<file path="src/rtl/core/file_url_to_path_decoder_core_macros.svh">
// Assertion shorthands for the file URL decoder.
`ifndef FILE_URL_TO_PATH_DECODER_CORE_MACROS_SVH
`define FILE_URL_TO_PATH_DECODER_CORE_MACROS_SVH

`ifndef ASSERT_OFF
// Checked only outside reset.
`define FUPD_ASSERT(lbl, clk, rst, prop, msg) \
  lbl: assert property (@(posedge clk) disable iff (rst) prop) else $error(msg);
// Checked at every edge, reset included.
`define FUPD_ASSERT_ALWAYS(lbl, clk, prop, msg) \
  lbl: assert property (@(posedge clk) prop) else $error(msg);
`else
`define FUPD_ASSERT(lbl, clk, rst, prop, msg)
`define FUPD_ASSERT_ALWAYS(lbl, clk, prop, msg)
`endif

`endif

</file>
<file path="src/rtl/core/fupd_pkg.sv">
package fupd_pkg;

  typedef struct packed {
    logic [7:0] in_byte;
    logic       in_last;
  } in_item_t;

  typedef struct packed {
    logic [7:0] out_byte;
    logic       is_end;
    logic [1:0] status;
  } out_item_t;

  // Results of one item, handed to the output buffer.
  typedef struct packed {
    logic [1:0]           count;
    out_item_t [2:0]      items;
  } res_set_t;

  typedef enum logic [8:0] {
    PH_START  = 9'b000000001,
    PH_HELD   = 9'b000000010,
    PH_PREFIX = 9'b000000100,
    PH_SLASH1 = 9'b000001000,
    PH_SLASH2 = 9'b000010000,
    PH_HOST   = 9'b000100000,
    PH_LOCAL  = 9'b001000000,
    PH_PATH   = 9'b010000000,
    PH_DROP   = 9'b100000000
  } phase_t;

  localparam logic [1:0] ST_OK       = 2'd0;
  localparam logic [1:0] ST_NOTFILE  = 2'd1;
  localparam logic [1:0] ST_NOPATH   = 2'd2;
  localparam logic [1:0] ST_NONLOCAL = 2'd3;

  localparam logic [1:0] ESC_IDLE = 2'd0;
  localparam logic [1:0] ESC_HIGH = 2'd1;
  localparam logic [1:0] ESC_LOW  = 2'd2;

  localparam logic [7:0] CH_PERCENT = 8'h25;
  localparam logic [7:0] CH_BAR     = 8'h7C;
  localparam logic [7:0] CH_COLON   = 8'h3A;
  localparam logic [7:0] CH_SLASH   = 8'h2F;

  localparam logic [3:0] SCHEME_LEN = 4'd5;
  localparam logic [3:0] LOCAL_LEN  = 4'd10;

  typedef struct packed {
    logic       emit;
    logic [7:0] value;
    logic [1:0] stage;
    logic [7:0] high;
  } esc_t;

  // "file:"
  function automatic logic [7:0] scheme_char(input logic [3:0] idx);
    logic [7:0] ch;
    case (idx)
      4'd0:    ch = 8'h66;
      4'd1:    ch = 8'h69;
      4'd2:    ch = 8'h6C;
      4'd3:    ch = 8'h65;
      4'd4:    ch = 8'h3A;
      default: ch = 8'h00;
    endcase
    return ch;
  endfunction

  // "localhost/"
  function automatic logic [7:0] local_char(input logic [3:0] idx);
    logic [7:0] ch;
    case (idx)
      4'd0:    ch = 8'h6C;
      4'd1:    ch = 8'h6F;
      4'd2:    ch = 8'h63;
      4'd3:    ch = 8'h61;
      4'd4:    ch = 8'h6C;
      4'd5:    ch = 8'h68;
      4'd6:    ch = 8'h6F;
      4'd7:    ch = 8'h73;
      4'd8:    ch = 8'h74;
      4'd9:    ch = 8'h2F;
      default: ch = 8'h00;
    endcase
    return ch;
  endfunction

  function automatic logic is_letter(input logic [7:0] c);
    return ((c >= 8'h41) && (c <= 8'h5A)) || ((c >= 8'h61) && (c <= 8'h7A));
  endfunction

  // Digits and upper-case A-F map normally; anything else wraps as c - 'a' + 10.
  function automatic logic [7:0] hex_value(input logic [7:0] c);
    logic [7:0] v;
    if ((c >= 8'h30) && (c <= 8'h39)) begin
      v = c - 8'h30;
    end else if ((c >= 8'h41) && (c <= 8'h46)) begin
      v = c - 8'h37;
    end else begin
      v = c - 8'h57;
    end
    return v;
  endfunction

  // One path byte through the %HH escape decoder.
  function automatic esc_t esc_step(input logic [7:0] c, input logic [1:0] stage,
                                    input logic [7:0] high);
    esc_t r;
    logic [7:0] hv;
    hv      = hex_value(c);
    r.emit  = 1'b0;
    r.value = c;
    r.stage = stage;
    r.high  = high;
    case (stage)
      ESC_HIGH: begin
        r.high  = {hv[3:0], 4'b0000};
        r.stage = ESC_LOW;
      end
      ESC_LOW: begin
        r.emit  = 1'b1;
        r.value = high + hv;
        r.stage = ESC_IDLE;
      end
      default: begin
        if (c == CH_PERCENT) begin
          r.stage = ESC_HIGH;
        end else begin
          r.emit = 1'b1;
        end
      end
    endcase
    return r;
  endfunction

endpackage

</file>
<file path="src/rtl/core/fupd_step.sv">
// URL parse state and per-item result generation.
module fupd_step (
  input  logic               clk,
  input  logic               rst,
  input  logic               advance,
  input  fupd_pkg::in_item_t item,
  output fupd_pkg::res_set_t res
);

  fupd_pkg::phase_t ph, ph_next;
  logic [3:0] match_count, match_count_next;
  logic [7:0] held_byte, held_byte_next;
  logic [1:0] escape_stage, escape_stage_next;
  logic [7:0] escape_high, escape_high_next;
  logic [1:0] error_code, error_code_next;

  always_comb begin
    fupd_pkg::esc_t d;
    logic [7:0] c;
    logic [1:0] n;
    logic [1:0] st;
    fupd_pkg::out_item_t [2:0] items;

    c                 = item.in_byte;
    n                 = 2'd0;
    st                = fupd_pkg::ST_OK;
    items             = '0;
    d                 = '0;
    ph_next           = ph;
    match_count_next  = match_count;
    held_byte_next    = held_byte;
    escape_stage_next = escape_stage;
    escape_high_next  = escape_high;
    error_code_next   = error_code;

    case (ph)
      fupd_pkg::PH_START: begin
        if (c == fupd_pkg::CH_SLASH) begin
          ph_next = fupd_pkg::PH_PATH;
          items[n] = '{out_byte: c, is_end: 1'b0, status: fupd_pkg::ST_OK};
          n = n + 2'd1;
        end else if (fupd_pkg::is_letter(c)) begin
          held_byte_next = c;
          ph_next        = fupd_pkg::PH_HELD;
        end else begin
          error_code_next = fupd_pkg::ST_NOTFILE;
          ph_next         = fupd_pkg::PH_DROP;
        end
      end
      fupd_pkg::PH_HELD: begin
        if ((c == fupd_pkg::CH_BAR) || (c == fupd_pkg::CH_COLON)) begin
          ph_next = fupd_pkg::PH_PATH;
          items[n] = '{out_byte: held_byte, is_end: 1'b0, status: fupd_pkg::ST_OK};
          n = n + 2'd1;
          items[n] = '{out_byte: c, is_end: 1'b0, status: fupd_pkg::ST_OK};
          n = n + 2'd1;
        end else if ((held_byte == fupd_pkg::scheme_char(4'd0)) &&
                     (c == fupd_pkg::scheme_char(4'd1))) begin
          match_count_next = 4'd2;
          ph_next          = fupd_pkg::PH_PREFIX;
        end else begin
          error_code_next = fupd_pkg::ST_NOTFILE;
          ph_next         = fupd_pkg::PH_DROP;
        end
      end
      fupd_pkg::PH_PREFIX: begin
        if ((match_count < fupd_pkg::SCHEME_LEN) &&
            (c == fupd_pkg::scheme_char(match_count))) begin
          match_count_next = match_count + 4'd1;
          if (match_count_next == fupd_pkg::SCHEME_LEN) begin
            ph_next = fupd_pkg::PH_SLASH1;
          end
        end else begin
          error_code_next = fupd_pkg::ST_NOTFILE;
          ph_next         = fupd_pkg::PH_DROP;
        end
      end
      fupd_pkg::PH_SLASH1: begin
        if (c == fupd_pkg::CH_SLASH) begin
          ph_next = fupd_pkg::PH_SLASH2;
        end else begin
          error_code_next = fupd_pkg::ST_NOPATH;
          ph_next         = fupd_pkg::PH_DROP;
        end
      end
      fupd_pkg::PH_SLASH2: begin
        if (c == fupd_pkg::CH_SLASH) begin
          ph_next = fupd_pkg::PH_HOST;
        end else begin
          // file:/path: the slash already seen opens the path
          ph_next = fupd_pkg::PH_PATH;
          items[n] = '{out_byte: fupd_pkg::CH_SLASH, is_end: 1'b0, status: fupd_pkg::ST_OK};
          n = n + 2'd1;
          d = fupd_pkg::esc_step(c, escape_stage, escape_high);
          escape_stage_next = d.stage;
          escape_high_next  = d.high;
          if (d.emit) begin
            items[n] = '{out_byte: d.value, is_end: 1'b0, status: fupd_pkg::ST_OK};
            n = n + 2'd1;
          end
        end
      end
      fupd_pkg::PH_HOST: begin
        if (c == fupd_pkg::CH_SLASH) begin
          ph_next = fupd_pkg::PH_PATH;
          items[n] = '{out_byte: c, is_end: 1'b0, status: fupd_pkg::ST_OK};
          n = n + 2'd1;
        end else if (c == fupd_pkg::local_char(4'd0)) begin
          match_count_next = 4'd1;
          ph_next          = fupd_pkg::PH_LOCAL;
        end else begin
          error_code_next = fupd_pkg::ST_NONLOCAL;
          ph_next         = fupd_pkg::PH_DROP;
        end
      end
      fupd_pkg::PH_LOCAL: begin
        if ((match_count < fupd_pkg::LOCAL_LEN) &&
            (c == fupd_pkg::local_char(match_count))) begin
          match_count_next = match_count + 4'd1;
          if (match_count_next == fupd_pkg::LOCAL_LEN) begin
            ph_next = fupd_pkg::PH_PATH;
            items[n] = '{out_byte: c, is_end: 1'b0, status: fupd_pkg::ST_OK};
            n = n + 2'd1;
          end
        end else begin
          error_code_next = fupd_pkg::ST_NONLOCAL;
          ph_next         = fupd_pkg::PH_DROP;
        end
      end
      fupd_pkg::PH_PATH: begin
        d = fupd_pkg::esc_step(c, escape_stage, escape_high);
        escape_stage_next = d.stage;
        escape_high_next  = d.high;
        if (d.emit) begin
          items[n] = '{out_byte: d.value, is_end: 1'b0, status: fupd_pkg::ST_OK};
          n = n + 2'd1;
        end
      end
      default: begin
      end
    endcase

    if (item.in_last) begin
      case (ph_next)
        fupd_pkg::PH_PATH:   st = fupd_pkg::ST_OK;
        fupd_pkg::PH_SLASH2: begin
          // "file:/" alone names the root
          items[n] = '{out_byte: fupd_pkg::CH_SLASH, is_end: 1'b0, status: fupd_pkg::ST_OK};
          n = n + 2'd1;
          st = fupd_pkg::ST_OK;
        end
        fupd_pkg::PH_SLASH1: st = fupd_pkg::ST_NOPATH;
        fupd_pkg::PH_HOST:   st = fupd_pkg::ST_NONLOCAL;
        fupd_pkg::PH_LOCAL:  st = fupd_pkg::ST_NONLOCAL;
        fupd_pkg::PH_DROP:   st = error_code_next;
        default:             st = fupd_pkg::ST_NOTFILE;
      endcase
      items[n] = '{out_byte: 8'h00, is_end: 1'b1, status: st};
      n = n + 2'd1;
      // a cut-short escape is simply discarded here
      ph_next           = fupd_pkg::PH_START;
      match_count_next  = 4'd0;
      held_byte_next    = 8'h00;
      escape_stage_next = fupd_pkg::ESC_IDLE;
      escape_high_next  = 8'h00;
      error_code_next   = fupd_pkg::ST_OK;
    end

    res.count = n;
    res.items = items;
  end

  always_ff @(posedge clk) begin
    if (rst) begin
      ph           <= fupd_pkg::PH_START;
      match_count  <= 4'd0;
      held_byte    <= 8'h00;
      escape_stage <= fupd_pkg::ESC_IDLE;
      escape_high  <= 8'h00;
      error_code   <= fupd_pkg::ST_OK;
    end else if (advance) begin
      ph           <= ph_next;
      match_count  <= match_count_next;
      held_byte    <= held_byte_next;
      escape_stage <= escape_stage_next;
      escape_high  <= escape_high_next;
      error_code   <= error_code_next;
    end
  end

endmodule

</file>
<file path="src/rtl/core/fupd_outbuf.sv">
// Three-slot result register, drained one item per cycle while out_ready is high.
module fupd_outbuf (
  input  logic                clk,
  input  logic                rst,
  input  logic                load,
  input  fupd_pkg::res_set_t  res,
  output logic                can_load,
  output logic                out_valid,
  input  logic                out_ready,
  output fupd_pkg::out_item_t out_item
);

  fupd_pkg::out_item_t [2:0] slots;
  logic [1:0] count;
  logic [1:0] rd;

  assign out_valid = (count != 2'd0);
  assign out_item  = slots[rd];
  // free now, or the last waiting item leaves this cycle
  assign can_load  = (count == 2'd0) || ((count == 2'd1) && out_ready);

  always_ff @(posedge clk) begin
    if (rst) begin
      count <= 2'd0;
      rd    <= 2'd0;
    end else if (load) begin
      count <= res.count;
      rd    <= 2'd0;
    end else if (out_valid && out_ready) begin
      count <= count - 2'd1;
      rd    <= rd + 2'd1;
    end
  end

  always_ff @(posedge clk) begin
    if (load) begin
      slots <= res.items;
    end
  end

endmodule

</file>
<file path="src/rtl/core/file_url_to_path_decoder_core.sv">
// File URL to local path decoder. Takes a URL one byte per item (in_last on
// the final byte) and returns the local path it names, one decoded byte per
// result item, followed by a closing item (is_end = 1) that carries the
// status: 0 success, 1 not a file URL, 2 missing path, 3 non-local host.
// Accepted forms are a bare path ("/..." or a letter then '|' or ':') and
// file:/path, file:///path, file://localhost/path; %HH escapes are decoded.
// Rate: an item that yields at most one result moves through at one item
// per cycle while out_ready is high; one that yields two or three results
// holds the input until the single output port, draining the result
// register one item per cycle while out_ready is high, takes the last of
// them. An accepted item passes through the input register and then the
// result register before its first result is offered on the output.
`include "file_url_to_path_decoder_core_macros.svh"

module file_url_to_path_decoder_core (
  input  logic                clk,
  input  logic                rst,
  input  logic                in_valid,
  output logic                in_ready,
  input  fupd_pkg::in_item_t  in_item,
  output logic                out_valid,
  input  logic                out_ready,
  output fupd_pkg::out_item_t out_item
);

  // Input register
  logic               in_vld;
  fupd_pkg::in_item_t in_q;

  fupd_pkg::res_set_t res;
  logic               can_load;
  logic               advance;

  // The registered item is decoded once the result register can take all
  // of its results.
  assign advance  = in_vld && can_load;
  assign in_ready = !in_vld || can_load;

  always_ff @(posedge clk) begin
    if (rst) begin
      in_vld <= 1'b0;
    end else if (in_valid && in_ready) begin
      in_vld <= 1'b1;
    end else if (advance) begin
      in_vld <= 1'b0;
    end
  end

  always_ff @(posedge clk) begin
    if (in_valid && in_ready) begin
      in_q <= in_item;
    end
  end

  // Parse state, escape decoder, result generation
  fupd_step u_step (
    .clk     (clk),
    .rst     (rst),
    .advance (advance),
    .item    (in_q),
    .res     (res)
  );

  // Result register toward the output channel
  fupd_outbuf u_outbuf (
    .clk       (clk),
    .rst       (rst),
    .load      (advance),
    .res       (res),
    .can_load  (can_load),
    .out_valid (out_valid),
    .out_ready (out_ready),
    .out_item  (out_item)
  );

  // Checks
  `FUPD_ASSERT(a_blocked_item_held, clk, rst, (in_vld && !can_load) |=> in_vld, "blocked item lost")
  `FUPD_ASSERT(a_accept_lands, clk, rst, (in_valid && in_ready) |=> in_vld, "accepted item not registered")
  `FUPD_ASSERT(a_result_shape, clk, rst, (out_valid && out_item.is_end) |-> (out_item.out_byte == 8'h00), "closing item with data")
  `FUPD_ASSERT(a_path_status, clk, rst, (out_valid && !out_item.is_end) |-> (out_item.status == fupd_pkg::ST_OK), "path byte with status")
  `FUPD_ASSERT_ALWAYS(a_reset_empty, clk, rst |=> !out_valid, "result after reset")

endmodule
</file>
<file path="config.mk">
export PLATFORM = sky130hd
export DESIGN_NAME = file_url_to_path_decoder_core
export DESIGN_NICKNAME = d
export VERILOG_FILES = /design/src/rtl/core/fupd_pkg.sv /design/src/rtl/core/fupd_step.sv /design/src/rtl/core/fupd_outbuf.sv /design/src/rtl/core/file_url_to_path_decoder_core.sv
export VERILOG_INCLUDE_DIRS = /design/src /design/src/rtl/core
export SDC_FILE = /design/constraint.sdc
export NUM_CORES = 1
export LEC_CHECK = 0
export ABC_AREA = 1
export BUFFER_PORTS_ARGS = -buffer_cell sky130_fd_sc_hd__clkbuf_2
export CAP_MARGIN = 20
export CORE_ASPECT_RATIO = 1.2
export CORE_MARGIN = 2
export CORE_UTILIZATION = 31
export DETAILED_ROUTE_END_ITERATION = 10
export GPL_TIMING_DRIVEN = 0
export PLACE_DENSITY = 0.48
export SETUP_SLACK_MARGIN = 0.4
export SLEW_MARGIN = 20
export SYNTH_ARGS = -nofsm -noshare
export SYNTH_HDL_FRONTEND = slang
export SYNTH_SLANG_ARGS = --single-unit
</file>
<file path="constraint.sdc">
create_clock -name clk -period 3.8 [get_ports clk]
set_input_delay 0.38 -clock clk [delete_from_list [all_inputs] [get_ports clk]]
set_output_delay 0.38 -clock clk [all_outputs]
set_load 0.02 [all_outputs]
</file>
After elaboration in Yosys (flattened, before gate mapping)
Memory sizes are Yosys's and may differ from the RTL's. A register that Yosys moved wholly into a read port is not among the register bits. Cells that the tools add are included.

Output and inout port bits: 13. Memories: 1. Register bits: 80. ROM bits: 112.

Memory list: (name not given) (depth 16, bits a word 7, read ports 1, clocked after memory_dff 1, write ports 0, RTL line fupd_pkg.sv:73) `case (idx)`.

$lt $le $gt $ge: 14. Multiplexer cells: 100. Add/sub/neg operators: 10. Eq/ne operators: 42. Bitwise gates (word level): 3. Reduce and logical (&&, ||, !) cells: 35.

Operators by type and width (count): $mux W8 (18); $mux W9 (12); $mux W11 (8); $mux W22 (3); $mux W33 (2); $pmux W9 S7 (1); $pmux W11 S5 (1); $mux W2 (23); $demux W11 S2 (2); $mux W4 (9); $pmux W7 S5 (1); $bwmux W33 (1); $eq A8 B7 Y1 const B (4); $eq A8 B6 Y1 const B (3); $le A8 B7 Y1 const B (3); $bmux W11 S2 (1); $pmux W11 S2 (1); $and A12 B18 Y18 (1); $eq A9 B4 Y1 const B (2); $eq A9 B5 Y1 const B (2); $eq A9 B6 Y1 const B (2); $eq A9 B7 Y1 const B (2); $eq A9 B8 Y1 const B (2); $not A18 Y18 (1); other kinds (49) (99).

Logic depth before layout (Yosys ltp)
Gate-level depths: netlist of the first run.

Depth in word-level cells: 18. Mapped depth: 23. Mapped depth without buffers: 22.

Hierarchy
A second synthesis of the first run with hierarchy kept.

Cells, all modules: 897. Area total of the unflattened synthesis: 6459.9 µm².

By module, submodules not included: fupd_step (seq. area each 720.7 µm², area each 4521.8 µm², cells an instance 757, times used 1); fupd_outbuf (seq. area each 1071.0 µm², area each 1612.8 µm², cells an instance 123, times used 1); file_url_to_path_decoder_core (seq. area each 290.3 µm², area each 325.3 µm², cells an instance 17, times used 1).

Worst setup path before layout of the first run
Ideal clock, no wire load.

Kind: flip-flop to flip-flop. Start point: register in_q[6] in the netlist's numbering. End point: register u_outbuf.slots[10] in the netlist's numbering, data pin. Stages on the path, launching flop included: 24. Path slack: 0.313 ns. Data arrival time: 3.231 ns. Library setup time: 0.256 ns. Path through: edfxtp_1 -> clkbuf_2 -> inv_1 -> ha_1 -> inv_1 -> nor2_1 -> o21ai_0 -> a32o_1 -> nand2_1 -> ha_1 -> nand2_1 -> nor2_1 -> nor2_1 -> xor2_1 -> a21boi_0 -> ha_1 -> a21oi_1 -> nand2_1 -> xnor2_1 -> xor2_1 -> nand2_1 -> o21ai_1 -> or2_1 -> a21oi_1.

RTL lines: start: declaration (RTL line file_url_to_path_decoder_core.sv:28) `fupd_pkg::in_item_t in_q;`; start signal: assignment (RTL line file_url_to_path_decoder_core.sv:51) `in_q <= in_item;`; end signal: assignment (RTL line fupd_outbuf.sv:37) `slots <= res.items;`; end: declaration (RTL line fupd_outbuf.sv:13) `fupd_pkg::out_item_t [2:0] slots;`.

==> qor.csv, run 1 <==
stage,metric,value,unit
cts,ctsLongestPathBuffers,2,
critical_path,cp_slowest_cell,edfxtp_1,
floorplan,fp.dieW,128,um
routing,firstDrtPassIters,5,
cts,clkSinkCount,76,
timing,drv_slew,0,
timing,post-route-min-period,3440,ps
routing,drtAntennaViolNets,0,
yosys,ys_async_sr_fraction,0,%
critical_path,start_kind,register,
cts,cts-root-buf,clkbuf_16,
yosys,synth_most_common_cell,nand2_1,
power,ir_drop,0.000222,V
yosys,ys_ff_latch,76,
floorplan,die_y,153,um
cts,numCtsBuffers,9,
status,status,finished clean,
cells_and_area,area_growth,20.4,%
cells_and_area,final_util,38.1,%
placed_design,io_buffers,24,
yosys,synth_cells,825,
critical_path,cp_data_required_time,4010,ps
critical_path,cp_max_fo,3,
power,leakage,3.18,nW
hold_path,hp-class,input port to register,
cts,path_clk_slew,60,ps
routing,drc,0,
timing,period_share,90.5,%
yosys,yosys.area.top_type,edfxtp_1,
placed_design,dp_hpwl,13300,um
floorplan,rows,54,
timing,fin_ws,362,ps
routing,wl,17800,um
routing,drtIter0Drc,361,
floorplan,core,18200,um2
yosys,ys_warn_count,0,
critical_path,slowest_delay,410,ps
cts,cts_tree,built,
floorplan,die-area,19700,um2
critical_path,critical_path.top_delay_family,simple AND/OR/NAND/NOR gates,
yosys,ys_types,51,
cells_and_area,fillers,1994,
critical_path,worstSetupPathType,register to register,
cts,clk-insertion-delay-late,350,ps
yosys,synth_area_leaders,"edfxtp_1, dfxtp_1, nand2_1",
power,p_per_area,489,nW/um2
timing,fin_skew,9.66,ps
yosys,synth-main-ff-cell,dfxtp_1,
timing,setup_tns,0,ps
global_route,gr-total-overflow,0,
cells_and_area,fin_cells,1124,
job,max-cap-violations,0,
critical_path,critPathArrivalTime,3650,ps
yosys,syn_area,5750,um2
yosys,synth_edf_count,35,
timing,fmaxAchievable,291,MHz
yosys,synth_area_per_cell,6.97,um2
global_route,grt_first_pass_wirelength,28000,um
routing,wl_per_cell,15.9,um
cts,h-tree-depth,3,
cts,hold_buffers,0,
yosys,syn_nets,873,
cells_and_area,nNetsFinal,943,
floorplan,num_io_pins,26,
critical_path,end_kind,register,
floorplan,start_util,31.6,%
placed_design,dpl.cell_count,1073,
cells_and_area,drive_gt1_share,21.4,%
routing,vias,5447,
yosys,synth.top_cells.by_count,"nand2_1, nor2_1, inv_1, nand3_1",
critical_path,path_buf_inv,2,
timing,setup_viol,0,
timing,finalHoldViolCount,0,
critical_path,r2r_slack,360,ps
global_route,antenna_found_initial,0,
critical_path,cp_cell_sequence,"buf_8, buf_6, nor4_4, a32o_2, nand2_2, ha_4, nand2_4, nor2_2, nor2_1, xor2_1, a21boi_1, ha_1, a21oi_2, nand2_1, xnor2_1, xor2_1, nand2_1, o21ai_2, or2_1, a21oi_2",
yosys,seq_area_frac_synth,32.6,%
placed_design,place_ws,-317,ps
timing,relSlewSlack,46.1,%
timing,worstMarginPinSlew,808,ps
placed_design,place.gp.congestion,0.931,
global_route,track_usage,18.4,%
routing,viasPerCell,4.85,
timing,rsz0062_at_grt,yes,
global_route,grt_max_degree,33,
yosys,synth_top_area_share,18.3,%
cells_and_area,insertedDiodeCount,0,
global_route,grt_pass1_vias,5260,
worst reg2reg max path, delay by kind of cell, from the launching register on:
kind	cells	cell delay, ps
AND/OR/NAND/NOR	8	830
AO/OA/AOI/OAI	5	720
adder cells (fa/ha/maj)	2	590
XOR/XNOR	3	440
flip-flops	1	410
buffers and inverters	2	290
cells by family (layout without fill, tap and decap cells):
group | Yosys count | after routing | synth area share [%]
AND/OR/NAND/NOR | 426 | 427 | 33.9
buffers and inverters | 137 | 211 | 9.62
AO/OA/AOI/OAI | 134 | 134 | 13.6
flip-flops | 76 | 76 | 32.6
adder cells (fa/ha/maj) | 35 | 35 | 7.75
XOR/XNOR | 17 | 17 | 2.59
worst paths after layout:
| path | cells past startpoint | endpoint | from |
|---|---|---|---|
| hold / removal | 1 | in_q[4] | in_item[4] |
| setup / recovery | 20 | u_outbuf.slots[10] | in_q[5] |
| setup reg to reg | 20 | u_outbuf.slots[10] | in_q[5] |
| hold reg to reg | 2 | u_step.held_byte[7] | u_step.held_byte[7] |
through the flow:
step | total power [mW] | hold WS (ps) | cell area [um2]
after global routing | 3.61 | 195 | 6920
after CTS | 3.35 | 196 | 6750
final | 3.38 | 200 | 6920
after global placement | 2.39 | 446 | 6160
after detailed placement | 2.39 | 457 | 6160
after floorplan | 2.04 | 429 | 5760
sequential cells by signal (all words and copies together), names as in the netlist, named ones only:
signal,count
u_step.ph,9
u_step.held_byte,8
in_vld,1
u_outbuf.rd,2
u_step.escape_stage,2
u_step.error_code,2
u_step.escape_high,4
in_q,9
u_step.match_count,4
u_outbuf.slots,26
u_outbuf.count,2
timing repair:
action,CTS,global route
endpoints found under the setup margin,23,28
pin swaps,19,22
buffers inserted,20,14
resized for setup,47,17
gates cloned,0,1
routing by layer:
metal  track usage [%]  part of all wire (%)  vias up
met1              23.7                    46     2489
met3              2.63                   3.2       26
met2              31.1                    49      109
met5                 0                     0        -
li1                  -                     -     2823
met4              6.86                   2.7        0
report_power, final:
group          switching, mW  internal [mW]  total (mW)  leakage, nW
Combinational          0.972          0.492        1.46         2.37
Sequential            0.0541          0.986        1.04        0.668
Clock                  0.370          0.509       0.880        0.144
Total                   1.40           1.99        3.38         3.18
area by class of cell:
class | instances | area, um2 | share of cell area [%]
plain buffers | 18 | 140 | 2.02
clock buffers | 10 | 229 | 3.31
clock inverters | 6 | 65.1 | 0.940
inverters | 119 | 499 | 7.21
multi-input cells | 613 | 3450 | 49.9
flip-flops and latches | 76 | 1870 | 27.0
well taps | 224 | 280 | 4.05
repair buffers | 58 | 383 | 5.53
cells in the final DEF (no fill, tap or decap), types with 9 or more instances in the layout:
cell type    n
ha_1        31
clkbuf_16    9
xor2_1       9
nor2_4       9
clkbuf_1     9
nor2_2      17
nand3_1     48
nand2_1    179
edfxtp_1    35
buf_4       33
a21oi_1     41
nor2_1     104
o21ai_0     41
nand2_2     32
inv_1       96
inv_2       14
nand4_1     13
clkbuf_2    24
dfxtp_1     41
nor3_1       9
(Power assumes the default switching activity.)
==> inputs of run 2 (changes only) <==
==> constraint.sdc (replaced) <==
create_clock -name clk -period 3.9 [get_ports clk]
set_input_delay 0.39 -clock clk [delete_from_list [all_inputs] [get_ports clk]]
set_output_delay 0.39 -clock clk [all_outputs]
set_load 0.02 [all_outputs]
==> run 2 against run 1 <==
Total power down 2.1%. Sequential power is essentially flat. Via count decreased by 0.39%. Cell count fell by 0.98%. Non-clock buffer count is 11 lower. Die area unchanged. Combinational power down 5%.
==> qor.csv, run 2 (synthesis results as in run 1) <==
stage,metric,value,unit
timing,rsz0062_at_grt,yes,
cts,clk-insertion-delay-late,350,ps
placed_design,io_buffers,24,
cells_and_area,insertedDiodeCount,0,
cells_and_area,largestRegisters,"u_outbuf.slots x26, in_q x9, u_step.ph x9",
floorplan,die-area,19700,um2
timing,post-route-min-period,3590,ps
cells_and_area,largest-register,u_outbuf.slots,
timing,setup_viol,0,
power,p_int,1.94,mW
placed_design,dp_hpwl,13000,um
power,ir_drop,0.000231,V
critical_path,cp_max_fo,4,
critical_path,r2r_end,u_outbuf.slots[10],
floorplan,die_y,153,um
cts,path_clk_slew,70,ps
global_route,gr-total-overflow,0,
critical_path,critPathLaunch,in_q[6],
routing,drtIter0Drc,363,
cts,ctsLongestPathBuffers,2,
global_route,track_usage,18.0,%
timing,fin_skew,10.9,ps
critical_path,start_kind,register,
cells_and_area,largest_register_ffs,26,
routing,wl_per_cell,15.6,um
routing,viasPerCell,4.88,
power,total_power,3.31,mW
placed_design,place.gp.congestion,0.883,
cts,clkSinkCount,76,
critical_path,r2r_slack,310,ps
global_route,grt_first_pass_wirelength,27400,um
cts,numCtsBuffers,9,
power,p_sw,1.38,mW
cells_and_area,layout_common_cells,"nand2_1, nor2_1, inv_1, nand3_1, dfxtp_1",
critical_path,endpoint,u_outbuf.slots[10],
timing,fin_ws,309,ps
job,max-cap-violations,0,
routing,wl,17300,um
power,p_clk_share,27.5,%
timing,hold_ws,206,ps
timing,worstMarginPinSlew,793,ps
global_route,grt_pass1_vias,5127,
timing,relSlewSlack,46.9,%
placed_design,place_ws,-388,ps
cells_and_area,area_growth,18.9,%
cells_and_area,final_util,37.6,%
floorplan,num_io_pins,26,
power,combPwrFrac,41.9,%
timing,period_share,92.1,%
routing,drc,0,
timing,drv_slew,0,
critical_path,worstRegToRegCells,22,
routing,drtAntennaViolNets,0,
power,seqPwrFrac,30.5,%
placed_design,dpl.cell_count,1073,
cts,cts-root-buf,clkbuf_16,
critical_path,cp_data_required_time,4010,ps
routing,vias,5426,
hold_path,hp-class,input port to register,
status,status,finished clean,
floorplan,rows,54,
power,p_per_area,485,nW/um2
cts,cts_tree,built,
critical_path,rr_startpoint,in_q[6],
global_route,antenna_found_initial,0,
cts,hold_buffers,0,
routing,firstDrtPassIters,5,
timing,finalHoldViolCount,0,
critical_path,critPathArrivalTime,3700,ps
cells_and_area,fin_cells,1113,
critical_path,end_kind,register,
cts,h-tree-depth,3,
floorplan,fp.dieW,128,um
floorplan,core,18200,um2
critical_path,worstSetupPathType,register to register,
cells_and_area,nNetsFinal,932,
power,switching_share,41.6,%
floorplan,start_util,31.6,%
timing,fmaxAchievable,279,MHz
power,leakage,3.12,nW
global_route,grt_max_degree,33,
cells_and_area,drive_gt1_share,21.7,%
cells_and_area,layout_commonest_cell,nand2_1,
## run 2: power groups by stage
stage	clock network [mW]	registers, mW	logic (mW)
after floorplan	0	1.02	0.965
after global placement	0	1.03	1.28
after detailed placement	0	1.03	1.28
after CTS	0.933	1.01	1.35
after global routing	0.962	1.03	1.55
final	0.912	1.01	1.39
## run 2: cell type report
type,count,area (um2)
well taps,224,280
plain buffers,18,129
clock buffers,9,225
fillers,1956,11300
inverters,119,472
multi-input cells,613,3480
repair buffers,47,293
flip-flops and latches,76,1870
clock inverters,7,87.6
## run 2: repair_timing
item	4_1_cts	5_1_grt
pin swaps	12	19
resized for setup	37	22
setup endpoints to repair	18	29
gates cloned	0	1
setup buffers	16	7
## run 2: metal layers
layer / wire length, um / track usage (%) / vias up
met5: 0 / 0 / -
met4: 332 / 5.97 / 0
met3: 639 / 2.63 / 20
met2: 8460 / 29.8 / 102
met1: 7880 / 24.0 / 2490
li1: - / - / 2814
## run 2: worst min path at each step
| stage | cells after the start | to | start |
|---|---|---|---|
| 5_1_grt | 1 | in_q[5] | in_item[5] |
| 3_3_place_gp | 2 | u_step.error_code[1] | u_step.error_code[1] |
| 2_1_floorplan | 2 | u_step.error_code[1] | u_step.error_code[1] |
| 6_report | 1 | in_q[1] | in_item[1] |
| 3_5_place_dp | 2 | u_step.held_byte[7] | u_step.held_byte[7] |
| 4_1_cts | 1 | in_q[5] | in_item[5] |
## run 2: critical path, cell delays in order, from the launching register on
cell and delay, ps:
edfxtp_1 370, clkbuf_8 150, clkinvlp_4 130, ha_2 190, nor2_1 160, nor2_2 80
a32o_2 220, nand2_2 90, ha_4 210, nand2_4 80, nor2_2 40, nor2_1 110
xor2_1 150, a21boi_1 100, ha_1 330, a21oi_2 160, nand2_2 80, xnor2_2 140
xor2_1 180, nand2_1 90, o21ai_2 100, or2_1 140, a21oi_2 50
## run 2: metrics by stage
step,setup TNS (ps),instance area (um2)
floorplan,0,5750
global placement,-1170,6150
detailed placement,-1040,6150
CTS,0,6710
global route,0,6840
finish,0,6840
